File: src/rtl/core/msd_pkg.sv
// Package for the map short-link decoder: character codes, limits and shared types.
package msd_pkg;

  localparam int unsigned ANGLE_BITS_DEF = 32;
  localparam int unsigned OUT_ANGLE_W    = 32;
  localparam int unsigned ZOOM_W         = 5;

  localparam logic [7:0] CHR_UP_A   = 8'h41;
  localparam logic [7:0] CHR_UP_Z   = 8'h5A;
  localparam logic [7:0] CHR_LO_A   = 8'h61;
  localparam logic [7:0] CHR_LO_Z   = 8'h7A;
  localparam logic [7:0] CHR_DIG_0  = 8'h30;
  localparam logic [7:0] CHR_DIG_9  = 8'h39;
  localparam logic [7:0] CHR_USCORE = 8'h5F;
  localparam logic [7:0] CHR_AT     = 8'h40;

  localparam logic [7:0] OFS_LOWER  = 8'd26;
  localparam logic [7:0] OFS_DIGIT  = 8'd52;
  localparam logic [5:0] SYM_USCORE = 6'd62;
  localparam logic [5:0] SYM_AT     = 6'd63;

  localparam int unsigned ZOOM_BIAS     = 8;
  localparam int unsigned ZOOM_MAX      = 20;
  localparam int unsigned ZOOM_FALLBACK = 15;
  localparam logic [1:0]  MARK_PERIOD   = 2'd3;

  typedef struct packed {
    logic       is_sym;
    logic [5:0] value;
  } msd_sym_t;

  typedef struct packed {
    logic signed [OUT_ANGLE_W-1:0] lon_angle;
    logic signed [OUT_ANGLE_W-1:0] lat_angle;
    logic [ZOOM_W-1:0]             zoom_level;
    logic                          status;
  } msd_res_t;

endpackage

File: src/rtl/core/map_shortlink_decoder.sv
// A final character goes through the input register, then the result register.
// Throughput: one character per cycle; set by the single pass from input register to
// result register, which stalls only when a final character meets a held result.
// Reset: asynchronous, active low; clears both valid flags, the accumulators, the bit
// and mark counters and the overflow flag. No clearing pass is needed.
// Top level of the map short-link decoder.
module map_shortlink_decoder #(
  parameter int unsigned ANGLE_BITS = msd_pkg::ANGLE_BITS_DEF
) (
  input  logic                                     clk_i,
  input  logic                                     rst_ni,
  input  logic                                     in_valid_i,
  output logic                                     in_ready_o,
  input  logic [7:0]                               char_code_i,
  input  logic                                     last_char_i,
  output logic                                     out_valid_o,
  input  logic                                     out_ready_i,
  output logic signed [msd_pkg::OUT_ANGLE_W-1:0]   lon_angle_o,
  output logic signed [msd_pkg::OUT_ANGLE_W-1:0]   lat_angle_o,
  output logic [msd_pkg::ZOOM_W-1:0]               zoom_level_o,
  output logic                                     status_o
);
  import msd_pkg::*;

  logic       in_valid_q;
  logic [7:0] char_q;
  logic       last_q;
  logic       adv;
  logic       in_fire;
  logic       out_valid_q, out_valid_d;
  msd_res_t   res;
  msd_res_t   res_q;

  assign adv        = in_valid_q && (!last_q || !out_valid_q || out_ready_i);
  assign in_ready_o = !in_valid_q || adv;
  assign in_fire    = in_valid_i && in_ready_o;

  msd_state #(
    .ANGLE_BITS (ANGLE_BITS)
  ) u_state (
    .clk_i       (clk_i),
    .rst_ni      (rst_ni),
    .en_i        (adv),
    .char_code_i (char_q),
    .last_char_i (last_q),
    .res_o       (res)
  );

  always_ff @(posedge clk_i or negedge rst_ni) begin
    if (!rst_ni) begin
      in_valid_q <= 1'b0;
    end else if (in_ready_o) begin
      in_valid_q <= in_valid_i;
    end
  end

  always_ff @(posedge clk_i) begin
    if (in_fire) begin
      char_q <= char_code_i;
      last_q <= last_char_i;
    end
  end

  always_comb begin
    out_valid_d = out_valid_q;
    if (adv && last_q) begin
      out_valid_d = 1'b1;
    end else if (out_ready_i) begin
      out_valid_d = 1'b0;
    end
  end

  always_ff @(posedge clk_i or negedge rst_ni) begin
    if (!rst_ni) begin
      out_valid_q <= 1'b0;
    end else begin
      out_valid_q <= out_valid_d;
    end
  end

  always_ff @(posedge clk_i) begin
    if (adv && last_q) begin
      res_q <= res;
    end
  end

  assign out_valid_o  = out_valid_q;
  assign lon_angle_o  = res_q.lon_angle;
  assign lat_angle_o  = res_q.lat_angle;
  assign zoom_level_o = res_q.zoom_level;
  assign status_o     = res_q.status;

`ifndef SYNTH
  a_mid_never_stalls: assert property (@(posedge clk_i) disable iff (!rst_ni)
    in_valid_q && !last_q |-> in_ready_o)
    else $error("non-final character stalled");

  a_result_loaded: assert property (@(posedge clk_i) disable iff (!rst_ni)
    adv && last_q |=> out_valid_q)
    else $error("final character produced no result");

  a_zoom_range: assert property (@(posedge clk_i) disable iff (!rst_ni)
    out_valid_q |-> zoom_level_o >= ZOOM_W'(1) && zoom_level_o <= ZOOM_W'(ZOOM_MAX))
    else $error("zoom out of range");
`endif

endmodule

File: src/rtl/core/msd_symbol.sv
// Character classifier: maps a code character to its six-bit symbol or flags a mark.
module msd_symbol (
  input  logic [7:0]       char_code_i,
  output msd_pkg::msd_sym_t sym_o
);
  import msd_pkg::*;

  always_comb begin
    sym_o.is_sym = 1'b1;
    sym_o.value  = '0;
    if (char_code_i >= CHR_UP_A && char_code_i <= CHR_UP_Z) begin
      sym_o.value = 6'(char_code_i - CHR_UP_A);
    end else if (char_code_i >= CHR_LO_A && char_code_i <= CHR_LO_Z) begin
      sym_o.value = 6'(char_code_i - CHR_LO_A + OFS_LOWER);
    end else if (char_code_i >= CHR_DIG_0 && char_code_i <= CHR_DIG_9) begin
      sym_o.value = 6'(char_code_i - CHR_DIG_0 + OFS_DIGIT);
    end else if (char_code_i == CHR_USCORE) begin
      sym_o.value = SYM_USCORE;
    end else if (char_code_i == CHR_AT) begin
      sym_o.value = SYM_AT;
    end else begin
      sym_o.is_sym = 1'b0;
    end
  end

endmodule

File: src/rtl/core/msd_state.sv
// Decoder state: coordinate accumulators, bit and mark counters, and result formatting.
module msd_state #(
  parameter int unsigned ANGLE_BITS = msd_pkg::ANGLE_BITS_DEF
) (
  input  logic              clk_i,
  input  logic              rst_ni,
  input  logic              en_i,
  input  logic [7:0]        char_code_i,
  input  logic              last_char_i,
  output msd_pkg::msd_res_t res_o
);
  import msd_pkg::*;

  localparam int unsigned MAX_BITS = 3 * (ANGLE_BITS / 3);
  localparam int unsigned BC_W     = $clog2(MAX_BITS + 1);
  localparam int unsigned SH_W     = $clog2(ANGLE_BITS + 1);

  msd_sym_t sym;

  logic [ANGLE_BITS-1:0] lon_q, lon_d, lon_upd, lon_sh, lon_fx;
  logic [ANGLE_BITS-1:0] lat_q, lat_d, lat_upd, lat_sh, lat_fx;
  logic [BC_W-1:0]       bc_q, bc_d, bc_upd;
  logic [1:0]            mod3_q, mod3_d, mod3_upd;
  logic                  marked_q, marked_d, marked_upd;
  logic                  ovf_q, ovf_d, ovf_upd;
  logic [SH_W-1:0]       shamt;
  logic [6:0]            zoom_raw;
  logic signed [6:0]     zoom_s;

  msd_symbol u_symbol (
    .char_code_i (char_code_i),
    .sym_o       (sym)
  );

  always_comb begin
    lon_upd    = lon_q;
    lat_upd    = lat_q;
    bc_upd     = bc_q;
    mod3_upd   = mod3_q;
    marked_upd = marked_q;
    ovf_upd    = ovf_q;
    if (!sym.is_sym) begin
      marked_upd = 1'b1;
      mod3_upd   = (mod3_q == 2'd2) ? 2'd0 : mod3_q + 2'd1;
    end else if (bc_q == BC_W'(MAX_BITS)) begin
      ovf_upd = 1'b1;
    end else begin
      lon_upd = {lon_q[ANGLE_BITS-4:0], sym.value[5], sym.value[3], sym.value[1]};
      lat_upd = {lat_q[ANGLE_BITS-4:0], sym.value[4], sym.value[2], sym.value[0]};
      bc_upd  = bc_q + BC_W'(3);
    end

    if (last_char_i) begin
      lon_d    = '0;
      lat_d    = '0;
      bc_d     = '0;
      mod3_d   = '0;
      marked_d = 1'b0;
      ovf_d    = 1'b0;
    end else begin
      lon_d    = lon_upd;
      lat_d    = lat_upd;
      bc_d     = bc_upd;
      mod3_d   = mod3_upd;
      marked_d = marked_upd;
      ovf_d    = ovf_upd;
    end
  end

  always_comb begin
    shamt  = SH_W'(ANGLE_BITS) - SH_W'(bc_upd);
    lon_sh = lon_upd << shamt;
    lat_sh = lat_upd << shamt;
    lon_fx = lon_sh ^ {1'b1, {(ANGLE_BITS-1){1'b0}}};
    lat_fx = lat_sh ^ {1'b1, {(ANGLE_BITS-1){1'b0}}};

    zoom_raw = 7'(bc_upd) - 7'(ZOOM_BIAS);
    if (marked_upd) begin
      zoom_raw = zoom_raw - 7'(MARK_PERIOD - mod3_upd);
    end
    zoom_s = signed'(zoom_raw);

    res_o.lon_angle = OUT_ANGLE_W'($signed(lon_fx));
    res_o.lat_angle = OUT_ANGLE_W'($signed(lat_fx));
    res_o.status    = ovf_upd;
    if (zoom_s > $signed(7'(ZOOM_MAX))) begin
      res_o.zoom_level = ZOOM_W'(ZOOM_MAX);
    end else if (zoom_s < $signed(7'd1)) begin
      res_o.zoom_level = ZOOM_W'(ZOOM_FALLBACK);
    end else begin
      res_o.zoom_level = zoom_raw[ZOOM_W-1:0];
    end
  end

  always_ff @(posedge clk_i or negedge rst_ni) begin
    if (!rst_ni) begin
      lon_q    <= '0;
      lat_q    <= '0;
      bc_q     <= '0;
      mod3_q   <= '0;
      marked_q <= 1'b0;
      ovf_q    <= 1'b0;
    end else if (en_i) begin
      lon_q    <= lon_d;
      lat_q    <= lat_d;
      bc_q     <= bc_d;
      mod3_q   <= mod3_d;
      marked_q <= marked_d;
      ovf_q    <= ovf_d;
    end
  end

`ifndef SYNTH
  a_bc_range: assert property (@(posedge clk_i) disable iff (!rst_ni)
    bc_q <= BC_W'(MAX_BITS))
    else $error("bit count beyond accumulator room");

  a_clear_after_last: assert property (@(posedge clk_i) disable iff (!rst_ni)
    en_i && last_char_i |=> bc_q == '0 && !ovf_q && !marked_q && lon_q == '0 && lat_q == '0)
    else $error("state not cleared after final character");

  a_ovf_only_full: assert property (@(posedge clk_i) disable iff (!rst_ni)
    ovf_q |-> bc_q == BC_W'(MAX_BITS))
    else $error("overflow flagged with room left");
`endif

endmodule
File: config.mk
export PLATFORM = sky130hd
export DESIGN_NAME = map_shortlink_decoder
export DESIGN_NICKNAME = d
export VERILOG_FILES = /design/src/rtl/core/msd_pkg.sv /design/src/rtl/core/map_shortlink_decoder.sv /design/src/rtl/core/msd_symbol.sv /design/src/rtl/core/msd_state.sv
export SDC_FILE = /design/constraint.sdc
export NUM_CORES = 1
export LEC_CHECK = 0
export ABC_CLOCK_PERIOD_IN_PS = 15300
export BUFFER_PORTS_ARGS = -buffer_cell sky130_fd_sc_hd__buf_2
export CAP_MARGIN = 5
export CORE_ASPECT_RATIO = 1.2
export CORE_MARGIN = 8
export CORE_UTILIZATION = 55
export CTS_CLUSTER_DIAMETER = 50
export DETAILED_ROUTE_END_ITERATION = 6
export GPL_TIMING_DRIVEN = 0
export PLACE_DENSITY = 0.74
export REMOVE_ABC_BUFFERS = 1
export SLEW_MARGIN = 0
export SYNTH_ARGS = -nofsm -noshare
export SYNTH_HDL_FRONTEND = slang
export SYNTH_SLANG_ARGS = --single-unit
File: constraint.sdc
create_clock -name clk_i -period 15.3 [get_ports clk_i]
set_clock_uncertainty 0.2 [all_clocks]
set_input_delay 0.765 -clock clk_i [delete_from_list [all_inputs] [get_ports clk_i]]
set_output_delay 0.765 -clock clk_i [all_outputs]
set_load 0.005 [all_outputs]
==> results.txt <==
Largest family of logic cells by synthesized area: compound AO/OA/AOI/OAI gates
Via count: 11235
Yosys warns: 0
Hold Path Class: primary input to asynchronous set/reset pin
FF-to-FF End: lat_angle_o[31]
Initial core utilization: 56.1%
Die ar.: 27300 µm²
Net Sw Power: 0.683 mW
Final worst setup slack: 7460 ps
All-Layer GR Usage: 28.2%
CP arrival: 7940 ps
DRC violations left: 1
Design internal power: 1.02 mW
Combinational share of power: 43.2%
Data required time of the worst path: 15400 ps
Layout cell share with drive strength beyond 1: 22.3%
IO Count: 85
Routed wire length: 38.6 mm
Critical Path End Type: flop
VDD IR-drop max: 0.0831 mV
Crit Path Max Fanout: 71
CTS Buf Count: 17
Final hold slack: 17.7 ps
Routed Antenna Nets: 0
Worst reg2reg path depth: 19
Crit Path Class: flop to flop
Post-synthesis xor/xnor area fraction: 0.973%
Area occupied by multi-input gates: 7430 µm²
Seq/Total Area, Yosys: 34.8%
Area Growth Syn to Fin: 12.3%
Asr flop ratio synth: 48.7%
Sequential Power Share: 29.1%
Global-route wire length before repair: 61.2 mm
Fin. max-slew vios: 0
Sw Share: 40.1%
Vias in the first global route: 10654
Initial antenna violation count: 0
IO Port Bufs: 84
Mux share of post-synthesis cell area: 17.2%
Final nets: 1251
Setup violators final: 0
Post-synth cell types: 96
Ranking of synthesized cells by area: edfxtp_1 (19%), dfrtp_1 (15%), mux4_2 (9.4%)
Avg Cell Area, Syn: 10.0 µm²
R2R Path Start: u_state.bc_q[0]
Crit share post-route: 51.2%
RSZ-0062 raised after global routing: no
Fin crit period: 7840 ps
Detailed Routing Iterations Pass 1: 7
Failing checks: DRC
Post-Synth Adder-Cell Area: 1.88%
CP Launch Type: flop
Simple-gate share of the synthesized area: 11.7%
Maxcap violations: 0
Setup WS pre-CTS: 7780 ps
Largest area contributor in the netlist: edfxtp_1
Compound-cell area share of the yosys netlist: 28.1%
TritonCTS clock tree: yes
H-tree depth: 4
Post CTS Setup Buffer Count: 0
Number of diodes: 0
Filler cell count in the final layout: 1715
DRT iter0 DRCs: 1582
Routed vias/inst: 7.45
# rows: 59
Storage cell area: 4250 µm²
Number of enable flip-flop cells after synthesis: 79
Detailed Place HPWL: 26.0 mm
Slew HR: 12.2%
CTS sink count: 154
Leakage dissipation: 5.04 nW
Global route overflow: 0
Clock Pin Slew Worst Setup and Hold Paths: 70 ps
Die width: 152 µm
Achievable Freq: 128 MHz
Status: complete, but fails checks
Mapped Cells: 1218
Power Dens Cells: 124 nW/µm²
Flop2flop setup slack: 7460 ps
Post-Syn Area: 12200 µm²
Synth Register Bits: 154
Die Height: 179 µm
Clk Latency, worst-skew pair: 440 ps
Post-cts resize count: 0
Top FF cell, synth: edfxtp_1
Clock root cell: clkbuf_16
Post-synth top area share: 19.4%
Clock tree buffer depth: 2
GPL Wtd Cong: 0.935
Clock power frac: 27.8%
Largest net degree at the start of global routing: 72
Routed len/inst: 25.6 µm
Core Region: 21800 µm²
Hold buffers post-CTS: 0
Worst Tran Pin Value: 1320 ps
Final Hold Fails: 0
==> final cells by class <==
type                       count  area share, %
clock buffer                  18           3.13
tap                          274           2.50
clock inverter                14           1.61
timing repair buffer         107           6.78
sequential                   154           31.0
inverter                      30          0.821
multi-input combinational    911           54.2
==> stage by stage <==
step / utilization, % / area [µm²] / TNS [ps] / power, mW / std cells
floorplan: - / 11700 / 0 / 0.961 / 1095
global placement: 57.1 / 12400 / -106380 / 1.17 / 1453
detailed placement: 59.9 / 13000 / 0 / 1.21 / 1475
CTS: 62.9 / 13700 / 0 / 1.68 / 1507
global route: 63.0 / 13700 / 0 / 1.77 / 1508
finish: 63.0 / 13700 / 0 / 1.70 / 1508
==> cell usage after synthesis, drive strengths merged (10+ instances only) <==
| cell type | count |
|---|---|
| clkbuf | 65 |
| o22ai | 17 |
| mux2i | 54 |
| a22o | 61 |
| o21ai | 61 |
| a211oi | 35 |
| mux2 | 35 |
| a2111oi | 18 |
| o2111ai | 13 |
| o211ai | 61 |
| inv | 30 |
| nor2 | 89 |
| and2 | 17 |
| buf | 58 |
| nor3 | 17 |
| a221oi | 14 |
| nand3 | 27 |
| mux4 | 51 |
| dfrtp | 75 |
| nand2 | 94 |
| ha | 16 |
| a31oi | 19 |
| and3 | 10 |
| edfxtp | 79 |
| a21oi | 43 |
==> logic make-up after synthesis <==
kind of cell	Yosys count
compound gates	445
simple gates	297
mux	140
fa+ha+maj	18
xor+xnor	11
buf+inv	153
flops	154
==> flip-flops by register name, summed over array words and instances, names as in the netlist <==
register / flops
last_q: 1
out_valid_o: 1
u_state.lat_q: 32
u_state.lon_q: 32
u_state.bc_q: 5
char_q: 8
lon_angle_o: 32
u_state.marked_q: 1
lat_angle_o: 32
zoom_level_o: 5
u_state.ovf_q: 1
in_valid_q: 1
status_o: 1
u_state.mod3_q: 2
==> cells in the final DEF, fill, tap and decap left out, drive strengths merged, types with 7 or more instances in the layout <==
| cell type | n |
|---|---|
| a2111oi | 18 |
| clkbuf | 18 |
| nand4 | 7 |
| nand2b | 7 |
| a21oi | 43 |
| buf | 107 |
| dfrtp | 75 |
| inv | 33 |
| nor3 | 17 |
| nand2 | 94 |
| a211o | 7 |
| a211oi | 35 |
| a22oi | 7 |
| nor4 | 7 |
| a22o | 61 |
| o2111ai | 13 |
| a31oi | 19 |
| mux2i | 54 |
| and3 | 10 |
| a221oi | 14 |
| o221ai | 9 |
| mux4 | 51 |
| o211ai | 61 |
| o22ai | 17 |
| ha | 16 |
| nand3 | 27 |
| edfxtp | 79 |
| nor2 | 89 |
| mux2 | 35 |
| o21ai | 61 |
| and2 | 17 |
==> critical path, cell delays in order (launching register included) <==
cell      delay, ps
dfrtp_4        1060
inv_2           710
ha_1            490
nand2_1         130
nor2_4          110
a21oi_4         810
buf_12          290
nor2_1           60
a21oi_1         220
inv_1           170
ha_4            610
buf_16          330
inv_2           230
buf_12          250
nor2_1          600
o211ai_1        190
o211ai_1        440
mux2i_1         230
mux2i_1         230
o32a_1          190
==> power groups by stage <==
stage	sequential (mW)	clock, mW	combinational, mW
2_1_floorplan	0.500	0	0.461
3_3_place_gp	0.503	0	0.665
3_5_place_dp	0.503	0	0.707
4_1_cts	0.495	0.477	0.712
5_1_grt	0.499	0.492	0.778
6_report	0.496	0.473	0.735
==> how the worst max path moves through the flow <==
| stage | start | end | slack (ps) | depth (start not counted) |
|---|---|---|---|---|
| floorplan | u_state.bc_q[0] | lat_angle_o[22] | 3380 | 15 |
| global placement | u_state.bc_q[0] | lat_angle_o[15] | -2430 | 15 |
| detailed placement | u_state.bc_q[0] | lat_angle_o[27] | 7780 | 19 |
| CTS | u_state.bc_q[0] | lat_angle_o[31] | 7720 | 19 |
| global route | u_state.bc_q[0] | lat_angle_o[31] | 7070 | 19 |
| finish | u_state.bc_q[0] | lat_angle_o[31] | 7460 | 19 |
==> metal layers <==
metal / global-route usage, % / up-vias / share of wire [%]
met5: 0 / - / 0
met4: 16.3 / 0 / 5.8
met3: 6.97 / 167 / 11
met2: 43.5 / 815 / 45
met1: 35.9 / 5393 / 39
li1: - / 4860 / -
Power figures use the tool's default switching activity.
